**config.mk**
```make
export PLATFORM = sky130hd
export DESIGN_NAME = fnv1a_bucket_index_core
export DESIGN_NICKNAME = d
export VERILOG_FILES = /design/src/fnvb_pkg.sv /design/src/fnvb_front.sv /design/src/fnvb_queue.sv /design/src/fnvb_mod.sv /design/src/fnvb_top.sv
export SDC_FILE = /design/constraint.sdc
export NUM_CORES = 1
export LEC_CHECK = 0
export BUFFER_PORTS_ARGS = -buffer_cell sky130_fd_sc_hd__buf_2
export CORE_MARGIN = 2
export CORE_UTILIZATION = 50
export DETAILED_ROUTE_END_ITERATION = 6
export GPL_ROUTABILITY_DRIVEN = 0
export PLACE_DENSITY_LB_ADDON = 0.1
export SETUP_SLACK_MARGIN = 0.15
export SLEW_MARGIN = 5
export SYNTH_ARGS = -nofsm -noshare
export SYNTH_HDL_FRONTEND = slang
export SYNTH_SLANG_ARGS = --single-unit
```
**constraint.sdc**
```tcl
create_clock -name i_clk -period 16.18 [get_ports i_clk]
set_input_delay 0.809 -clock i_clk [delete_from_list [all_inputs] [get_ports i_clk]]
set_output_delay 0.809 -clock i_clk [all_outputs]
set_load 0.02 [all_outputs]
```
**src/fnvb_pkg.sv**
```systemverilog
// Shared constants, types and helper functions for the FNV-1a bucket index block.
package fnvb_pkg;

    localparam int HASH_W      = 64;
    localparam int BYTE_W      = 8;
    localparam int COUNT_W     = 17;
    localparam int IDX_W       = 16;
    localparam int QUEUE_DEPTH = 2;

    localparam logic [HASH_W-1:0]  FNV_BASIS    = 64'hCBF2_9CE4_8422_2325;
    localparam logic [COUNT_W-1:0] COUNT_RESET  = 17'd256;
    localparam logic [COUNT_W-1:0] COUNT_MAX    = 17'd65536;
    localparam logic [COUNT_W-1:0] COUNT_MIN    = 17'd1;

    typedef struct packed {
        logic full;
        logic empty;
    } t_queue_status;

    // One FNV-1a round. The prime is 2^40 + 0x1B3, so the product is a few shifted adds.
    function automatic logic [HASH_W-1:0] fnv_step(input logic [HASH_W-1:0] h,
                                                   input logic [BYTE_W-1:0] b);
        logic [HASH_W-1:0] x;
        x = h ^ {{(HASH_W-BYTE_W){1'b0}}, b};
        return (x << 40) + (x << 8) + (x << 7) + (x << 5) + (x << 4) + (x << 1) + x;
    endfunction

    // Zero counts act as one bucket and counts above the maximum act as the maximum.
    function automatic logic [COUNT_W-1:0] eff_count(input logic [COUNT_W-1:0] c);
        logic [COUNT_W-1:0] r;
        if (c == '0) begin
            r = COUNT_MIN;
        end else if (c > COUNT_MAX) begin
            r = COUNT_MAX;
        end else begin
            r = c;
        end
        return r;
    endfunction

endpackage

```
**src/fnvb_front.sv**
```systemverilog
// Byte front end: runs the FNV-1a hash and queues the final hash when a key ends.
module fnvb_front (
    input  logic                        i_clk,
    input  logic                        i_rst_n,
    input  logic                        i_valid,
    input  logic [fnvb_pkg::BYTE_W-1:0] i_key_byte,
    input  logic                        i_queue_full,
    output logic                        o_ready,
    output logic                        o_push,
    output logic [fnvb_pkg::HASH_W-1:0] o_push_hash
);
    import fnvb_pkg::*;

    logic [HASH_W-1:0] r_hash;
    logic [HASH_W-1:0] n_hash;
    logic              w_accept;
    logic              w_end_key;

    assign o_ready     = !i_queue_full;
    assign w_accept    = i_valid && o_ready;
    assign w_end_key   = (i_key_byte == '0);
    assign o_push      = w_accept && w_end_key;
    assign o_push_hash = r_hash;

    always_comb begin
        n_hash = r_hash;
        if (w_accept) begin
            if (w_end_key) begin
                n_hash = FNV_BASIS;
            end else begin
                n_hash = fnv_step(r_hash, i_key_byte);
            end
        end
    end

    always_ff @(posedge i_clk) begin
        if (!i_rst_n) begin
            r_hash <= FNV_BASIS;
        end else begin
            r_hash <= n_hash;
        end
    end

endmodule

```
**src/fnvb_queue.sv**
```systemverilog
// Short queue of finished hashes between the byte front end and the modulo unit.
module fnvb_queue #(
    parameter int DEPTH = fnvb_pkg::QUEUE_DEPTH
) (
    input  logic                          i_clk,
    input  logic                          i_rst_n,
    input  logic                          i_push,
    input  logic [fnvb_pkg::HASH_W-1:0]   i_push_hash,
    input  logic                          i_pop,
    output logic [fnvb_pkg::HASH_W-1:0]   o_head_hash,
    output fnvb_pkg::t_queue_status       o_status
);
    import fnvb_pkg::*;

    localparam int PTR_W = (DEPTH > 1) ? $clog2(DEPTH) : 1;
    localparam int CNT_W = $clog2(DEPTH + 1);

    logic [HASH_W-1:0] r_mem [DEPTH];
    logic [PTR_W-1:0]  r_wr_ptr;
    logic [PTR_W-1:0]  r_rd_ptr;
    logic [CNT_W-1:0]  r_count;
    logic              w_push;
    logic              w_pop;

    assign o_status.full  = (r_count == CNT_W'(DEPTH));
    assign o_status.empty = (r_count == '0);
    assign w_push         = i_push && !o_status.full;
    assign w_pop          = i_pop && !o_status.empty;
    assign o_head_hash    = r_mem[r_rd_ptr];

    always_ff @(posedge i_clk) begin
        if (w_push) begin
            r_mem[r_wr_ptr] <= i_push_hash;
        end
    end

    always_ff @(posedge i_clk) begin
        if (!i_rst_n) begin
            r_wr_ptr <= '0;
            r_rd_ptr <= '0;
            r_count  <= '0;
        end else begin
            if (w_push) begin
                r_wr_ptr <= (r_wr_ptr == PTR_W'(DEPTH - 1)) ? '0 : r_wr_ptr + 1'b1;
            end
            if (w_pop) begin
                r_rd_ptr <= (r_rd_ptr == PTR_W'(DEPTH - 1)) ? '0 : r_rd_ptr + 1'b1;
            end
            if (w_push && !w_pop) begin
                r_count <= r_count + 1'b1;
            end else if (w_pop && !w_push) begin
                r_count <= r_count - 1'b1;
            end
        end
    end

endmodule

```
**src/fnvb_mod.sv**
```systemverilog
// Back end: bit-serial hash modulo bucket count and the registered result stage.
module fnvb_mod (
    input  logic                         i_clk,
    input  logic                         i_rst_n,
    input  logic [fnvb_pkg::COUNT_W-1:0] i_bucket_count,
    input  fnvb_pkg::t_queue_status      i_queue_status,
    input  logic [fnvb_pkg::HASH_W-1:0]  i_head_hash,
    output logic                         o_pop,
    output logic                         o_valid,
    input  logic                         i_ready,
    output logic [fnvb_pkg::HASH_W-1:0]  o_hash_value,
    output logic [fnvb_pkg::IDX_W-1:0]   o_bucket_index
);
    import fnvb_pkg::*;

    localparam int STEP_W = $clog2(HASH_W);

    typedef enum logic [2:0] {
        S_IDLE = 3'b001,
        S_DIV  = 3'b010,
        S_DONE = 3'b100
    } t_state;

    t_state             r_state;
    t_state             n_state;
    logic [HASH_W-1:0]  r_hash;
    logic [HASH_W-1:0]  r_shift;
    logic [IDX_W-1:0]   r_rem;
    logic [COUNT_W-1:0] r_div;
    logic [STEP_W-1:0]  r_step;
    logic               r_out_valid;
    logic [HASH_W-1:0]  r_out_hash;
    logic [IDX_W-1:0]   r_out_idx;
    logic [COUNT_W-1:0] w_trial;
    logic [IDX_W-1:0]   w_rem_next;
    logic               w_out_free;

    assign w_trial    = {r_rem, r_shift[HASH_W-1]};
    assign w_rem_next = (w_trial >= r_div) ? IDX_W'(w_trial - r_div) : w_trial[IDX_W-1:0];
    assign w_out_free = !r_out_valid || i_ready;
    assign o_pop      = (r_state == S_IDLE) && !i_queue_status.empty;

    assign o_valid        = r_out_valid;
    assign o_hash_value   = r_out_hash;
    assign o_bucket_index = r_out_idx;

    always_comb begin
        n_state = r_state;
        unique case (r_state)
            S_IDLE: begin
                if (!i_queue_status.empty) begin
                    n_state = S_DIV;
                end
            end
            S_DIV: begin
                if (r_step == STEP_W'(HASH_W - 1)) begin
                    n_state = S_DONE;
                end
            end
            S_DONE: begin
                if (w_out_free) begin
                    n_state = S_IDLE;
                end
            end
            default: n_state = S_IDLE;
        endcase
    end

    always_ff @(posedge i_clk) begin
        if (!i_rst_n) begin
            r_state     <= S_IDLE;
            r_out_valid <= 1'b0;
        end else begin
            r_state <= n_state;
            if (r_state == S_DONE && w_out_free) begin
                r_out_valid <= 1'b1;
            end else if (i_ready) begin
                r_out_valid <= 1'b0;
            end
        end
    end

    always_ff @(posedge i_clk) begin
        if (o_pop) begin
            r_hash  <= i_head_hash;
            r_shift <= i_head_hash;
            r_rem   <= '0;
            r_step  <= '0;
            r_div   <= eff_count(i_bucket_count);
        end else if (r_state == S_DIV) begin
            r_shift <= r_shift << 1;
            r_rem   <= w_rem_next;
            r_step  <= r_step + 1'b1;
        end
        if (r_state == S_DONE && w_out_free) begin
            r_out_hash <= r_hash;
            r_out_idx  <= r_rem;
        end
    end

endmodule

```
**src/fnvb_top.sv**
```systemverilog
// Top level of the FNV-1a bucket index block: config register, front end, queue and modulo unit.
//
// Key bytes are taken at one per cycle; each byte folds into a registered 64-bit FNV-1a hash.
// A zero byte ends the key, puts the finished hash in a QUEUE_DEPTH-entry queue and
// restarts the hash at the offset basis, so the next key can stream in at once. The modulo unit
// behind the queue works one hash bit per cycle: it loads a hash, runs restoring division over
// its 64 bits and hands the result to the output register once it is free, then takes the next hash.
// Byte input stalls whenever the queue is full. A bucket count of zero acts as one bucket and
// counts above 65536 act as 65536; the count is sampled when a hash enters the modulo unit.
module fnv1a_bucket_index_core #(
    parameter int QUEUE_DEPTH = fnvb_pkg::QUEUE_DEPTH
) (
    input  logic                         i_clk,
    input  logic                         i_rst_n,
    input  logic                         i_cfg_we,
    input  logic [fnvb_pkg::COUNT_W-1:0] i_cfg_wdata,
    input  logic                         i_valid,
    output logic                         o_ready,
    input  logic [fnvb_pkg::BYTE_W-1:0]  i_key_byte,
    output logic                         o_valid,
    input  logic                         i_ready,
    output logic [fnvb_pkg::HASH_W-1:0]  o_hash_value,
    output logic [fnvb_pkg::IDX_W-1:0]   o_bucket_index
);
    import fnvb_pkg::*;

    logic [COUNT_W-1:0] r_bucket_count;
    logic               w_push;
    logic [HASH_W-1:0]  w_push_hash;
    logic               w_pop;
    logic [HASH_W-1:0]  w_head_hash;
    t_queue_status      w_queue_status;

    always_ff @(posedge i_clk) begin
        if (!i_rst_n) begin
            r_bucket_count <= COUNT_RESET;
        end else if (i_cfg_we) begin
            r_bucket_count <= i_cfg_wdata;
        end
    end

    fnvb_front u_front (
        .i_clk        (i_clk),
        .i_rst_n      (i_rst_n),
        .i_valid      (i_valid),
        .i_key_byte   (i_key_byte),
        .i_queue_full (w_queue_status.full),
        .o_ready      (o_ready),
        .o_push       (w_push),
        .o_push_hash  (w_push_hash)
    );

    fnvb_queue #(
        .DEPTH (QUEUE_DEPTH)
    ) u_queue (
        .i_clk       (i_clk),
        .i_rst_n     (i_rst_n),
        .i_push      (w_push),
        .i_push_hash (w_push_hash),
        .i_pop       (w_pop),
        .o_head_hash (w_head_hash),
        .o_status    (w_queue_status)
    );

    fnvb_mod u_mod (
        .i_clk          (i_clk),
        .i_rst_n        (i_rst_n),
        .i_bucket_count (r_bucket_count),
        .i_queue_status (w_queue_status),
        .i_head_hash    (w_head_hash),
        .o_pop          (w_pop),
        .o_valid        (o_valid),
        .i_ready        (i_ready),
        .o_hash_value   (o_hash_value),
        .o_bucket_index (o_bucket_index)
    );

    a_no_push_when_full: assert property (@(posedge i_clk) disable iff (!i_rst_n)
        w_push |-> !w_queue_status.full)
        else $error("Hash pushed into a full queue.");

    a_end_of_key_pushes: assert property (@(posedge i_clk) disable iff (!i_rst_n)
        (i_valid && o_ready && (i_key_byte == '0)) |-> w_push)
        else $error("Terminating byte transfer did not queue a hash.");

    a_data_byte_no_push: assert property (@(posedge i_clk) disable iff (!i_rst_n)
        (i_valid && o_ready && (i_key_byte != '0)) |-> !w_push)
        else $error("Nonzero key byte queued a hash.");

    a_pop_only_when_filled: assert property (@(posedge i_clk) disable iff (!i_rst_n)
        w_pop |-> !w_queue_status.empty)
        else $error("Modulo unit took a hash from an empty queue.");

endmodule
```
==> flow_metrics.env <==
export IMPL_status="completed"
export IMPL_min_period_ps=6795
export IMPL_yosys_warnings=0
export IMPL_relSlewSlack_pct=26.43
export IMPL_drc=0
export IMPL_yosysTopAreaCell="edfxtp_1"
export IMPL_critical_path_class="reg2reg"
export IMPL_synth_fp_nets=2808
export IMPL_dp_cells=3209
export IMPL_drv_slew=0
export IMPL_hpwl_um=44830
export IMPL_die_height_um=239.9
export IMPL_cp_top_family="compound AO/OA/AOI/OAI gates"
export IMPL_worst_slew_pin_slew_ps=1104
export IMPL_path_clk_slew_ps=70
export IMPL_hold_path_depth=0
export IMPL_synthTopCellsByArea="edfxtp_1 (38%), fa_1 (17%), dfxtp_1 (8.1%), ha_1 (5.7%), inv_1 (5.5%)"
export IMPL_num_antenna_cells=0
export IMPL_final_setup_tns_ps=0
export IMPL_synth_enable_flop_cells=353
export IMPL_cts_buffers=49
export IMPL_hold_end="u_mod.o_hash_value[21]$_DFFE_PP_"
export IMPL_drt_iter0_markers=1103
export IMPL_clock_latency_ps=590
export IMPL_required_ps=16660
export IMPL_post_cts_buffers=0
export IMPL_post_route_cell_area_um2=30860
export IMPL_rrSetupSlack_ps=9380
export IMPL_worstPathCellList="xor2_1, clkinv_1, xnor2_1, ha_1, fa_1, inv_1, fa_1, inv_1, ha_1, ha_1, a21oi_1, inv_1, o311ai_1, nor3_2, o22ai_1, o41a_1, o311a_1, nor2_1, xor2_1, a22o_1"
export IMPL_crit_path_max_incr_delay_ps=750
export IMPL_rsz0062_at_grt="no"
export IMPL_routed_wirelength_um=60650
export IMPL_synth_area_um2=27820
export IMPL_cts_sinks=465
export IMPL_syn_area_per_cell_um2=11.54
export IMPL_cts_resized=0
export IMPL_h_tree_depth=2
export IMPL_multi_input_area_um2=13160
export IMPL_vias=17390
export IMPL_grt_max_degree=80
export IMPL_grt_pass1_wl_um=97920
export IMPL_finalCritPeriodShare_pct=42.00
export IMPL_rr_endpoint="u_front.o_push_hash[58]$_SDFFE_PN0P_"
export IMPL_route_antenna_remaining_nets=0
export IMPL_seq_area_frac_synth_pct=46.16
export IMPL_ios=112
export IMPL_die_area_um2=57550
export IMPL_vias_per_cell=5.268
export IMPL_firstDrtPassIters=5
export IMPL_instances_no_fill=3301
export IMPL_antenna_found_initial=0
export IMPL_clock_root_buffer="clkbuf_16"
export IMPL_critPathBufInv=4
export IMPL_core_area_um2=55090
export IMPL_track_usage_pct=21.80
export IMPL_final_seq_area_um2=12840
export IMPL_worstSetupEndpointType="flop"
export IMPL_cts_tree="built"
export IMPL_hp_start="u_mod.r_hash[21]$_DFFE_PP_"
export IMPL_r2r_start="u_front.o_push_hash[5]$_SDFFE_PN1P_"
export IMPL_skew_ps=15.43
export IMPL_cp_max_fo=8
export IMPL_min_path_type="reg2reg"
export IMPL_holdBufCountCts=0
export IMPL_yosys_cell_types_count=71
export IMPL_place_port_buffers=111
export IMPL_fillers=4823
export IMPL_final_nets=2910
export IMPL_synth_async_reset_ratio_pct=0
export IMPL_yosysTopAreaCellShare_pct=38.10
export IMPL_reg2reg_depth=20
export IMPL_layout_drive_gt1_share_pct=11.56
export IMPL_wl_per_cell_um=18.37
export IMPL_max_freq_ghz=0.1472
export IMPL_setup_violations=0
export IMPL_rows=86
export IMPL_crit_arrival_ps=7280
export IMPL_start_util_pct=50.50
export IMPL_crit_slowest_cell="xor2_1"
export IMPL_area_growth_syn_to_layout_pct=10.91
export IMPL_startpoint_type="flop"
export IMPL_clk_path_buf_depth=3
export IMPL_ys_seq_elements=465
export IMPL_cap_violations=0
export IMPL_fp_dieW_um=239.9
export IMPL_grt_pass1_vias=17840
export IMPL_dpl_instance_area_um2=29170
export IMPL_finalHoldViolCount=0
export IMPL_grt_ovfl_total=0
export IMPL_syn_inst=2410
export IMPL_synthFlopType="edfxtp_1"
-- synth_stat cells (12+ instances only) --
master and instances:
a21o_1 36, a21oi_1 96, a22oi_1 23, and2_1 26, clkbuf_1 63, dfxtp_1 112, edfxtp_1 353, fa_1 241
ha_1 127, inv_1 408, mux2_2 65, mux2i_1 20, nand2_1 280, nand3_1 26, nand4_1 21, nor2_1 59
nor2b_1 51, nor3_1 14, o211ai_1 16, o21a_1 14, o21ai_0 65, o21ai_1 12, xnor2_1 65, xor2_1 42
-- sequential cells by signal (all words and copies together), names as in the netlist, 2 cells and up, named ones only --
signal	flops
u_queue.r_mem	128
u_front.o_push_hash	64
u_mod.o_hash_value	64
u_mod.r_hash	64
u_mod.r_shift	64
r_bucket_count	17
u_mod.r_div	17
u_mod.o_bucket_index	16
u_mod.r_rem	16
u_mod.r_step	6
u_mod.r_state	3
u_queue.r_count	2
-- cells in the final DEF, fill, tap and decap left out, types with 26 or more instances in the layout --
| master | synthesis | final |
|---|---|---|
| nor2_1 | 59 | 59 |
| edfxtp_1 | 353 | 353 |
| clkbuf_16 | 0 | 50 |
| a21oi_1 | 96 | 95 |
| mux2_2 | 65 | 65 |
| nor2b_1 | 51 | 51 |
| o21ai_0 | 65 | 65 |
| fa_1 | 241 | 241 |
| a21o_1 | 36 | 36 |
| xor2_1 | 42 | 42 |
| nand2_1 | 280 | 279 |
| dfxtp_1 | 112 | 111 |
| nand3_1 | 26 | 26 |
| ha_1 | 127 | 127 |
| inv_1 | 408 | 406 |
| buf_2 | 11 | 111 |
| xnor2_1 | 65 | 65 |
-- cell type report --
cell class                 instances  area share (%)
sequential                       465           41.62
tap                              748           3.033
timing repair buffer             129           2.238
multi-input combinational       1458           42.65
clock buffer                      62           4.298
clock inverter                    30           1.164
inverter                         409           4.991
-- worst max path at each step --
| stage | from | to | slack [ps] | cells after the start |
|---|---|---|---|---|
| final | u_front.o_push_hash[5]$_SDFFE_PN1P_ | u_front.o_push_hash[58]$_SDFFE_PN0P_ | 9380 | 20 |
| after CTS | u_front.o_push_hash[5]$_SDFFE_PN1P_ | u_front.o_push_hash[58]$_SDFFE_PN0P_ | 9460 | 20 |
| after floorplan | i_ready | u_mod.o_bucket_index[0]$_DFFE_PP_ | 9240 | 2 |
| after global placement | i_key_byte[5] | u_front.o_push_hash[58]$_SDFFE_PN0P_ | 9180 | 21 |
| after detailed placement | i_key_byte[5] | u_front.o_push_hash[58]$_SDFFE_PN0P_ | 8920 | 21 |
| after global routing | u_front.o_push_hash[5]$_SDFFE_PN1P_ | u_front.o_push_hash[50]$_SDFFE_PN0P_ | 8980 | 20 |
-- cells by family after synthesis --
logic type	share of synthesized area (%)
buffers and inverters	6.647
multiplexers	3.350
AO/OA/AOI/OAI	8.356
XOR/XNOR	3.368
flip-flops	46.16
AND/OR/NAND/NOR	8.927
adder cells (fa/ha/maj)	23.20
-- per-layer routing --
layer  track usage [%]  share of wire, %
met2             35.46                47
met1             31.43                47
met3             2.503               3.8
met5                 0                 0
met4             5.402               1.9
-- metrics by stage --
step           setup slack (ps)  hold WS, ps  util (%)
6_report                   9385        416.8     56.01
5_1_grt                    8983        421.0     56.01
4_1_cts                    9456        414.4     56.01
3_5_place_dp               8920        404.5     52.95
3_3_place_gp               9176        400.6     52.95
2_1_floorplan              9243        400.3         -
Power is not shown: default switching activity piles up to over one toggle a cycle in this logic, so the estimate is an artifact.
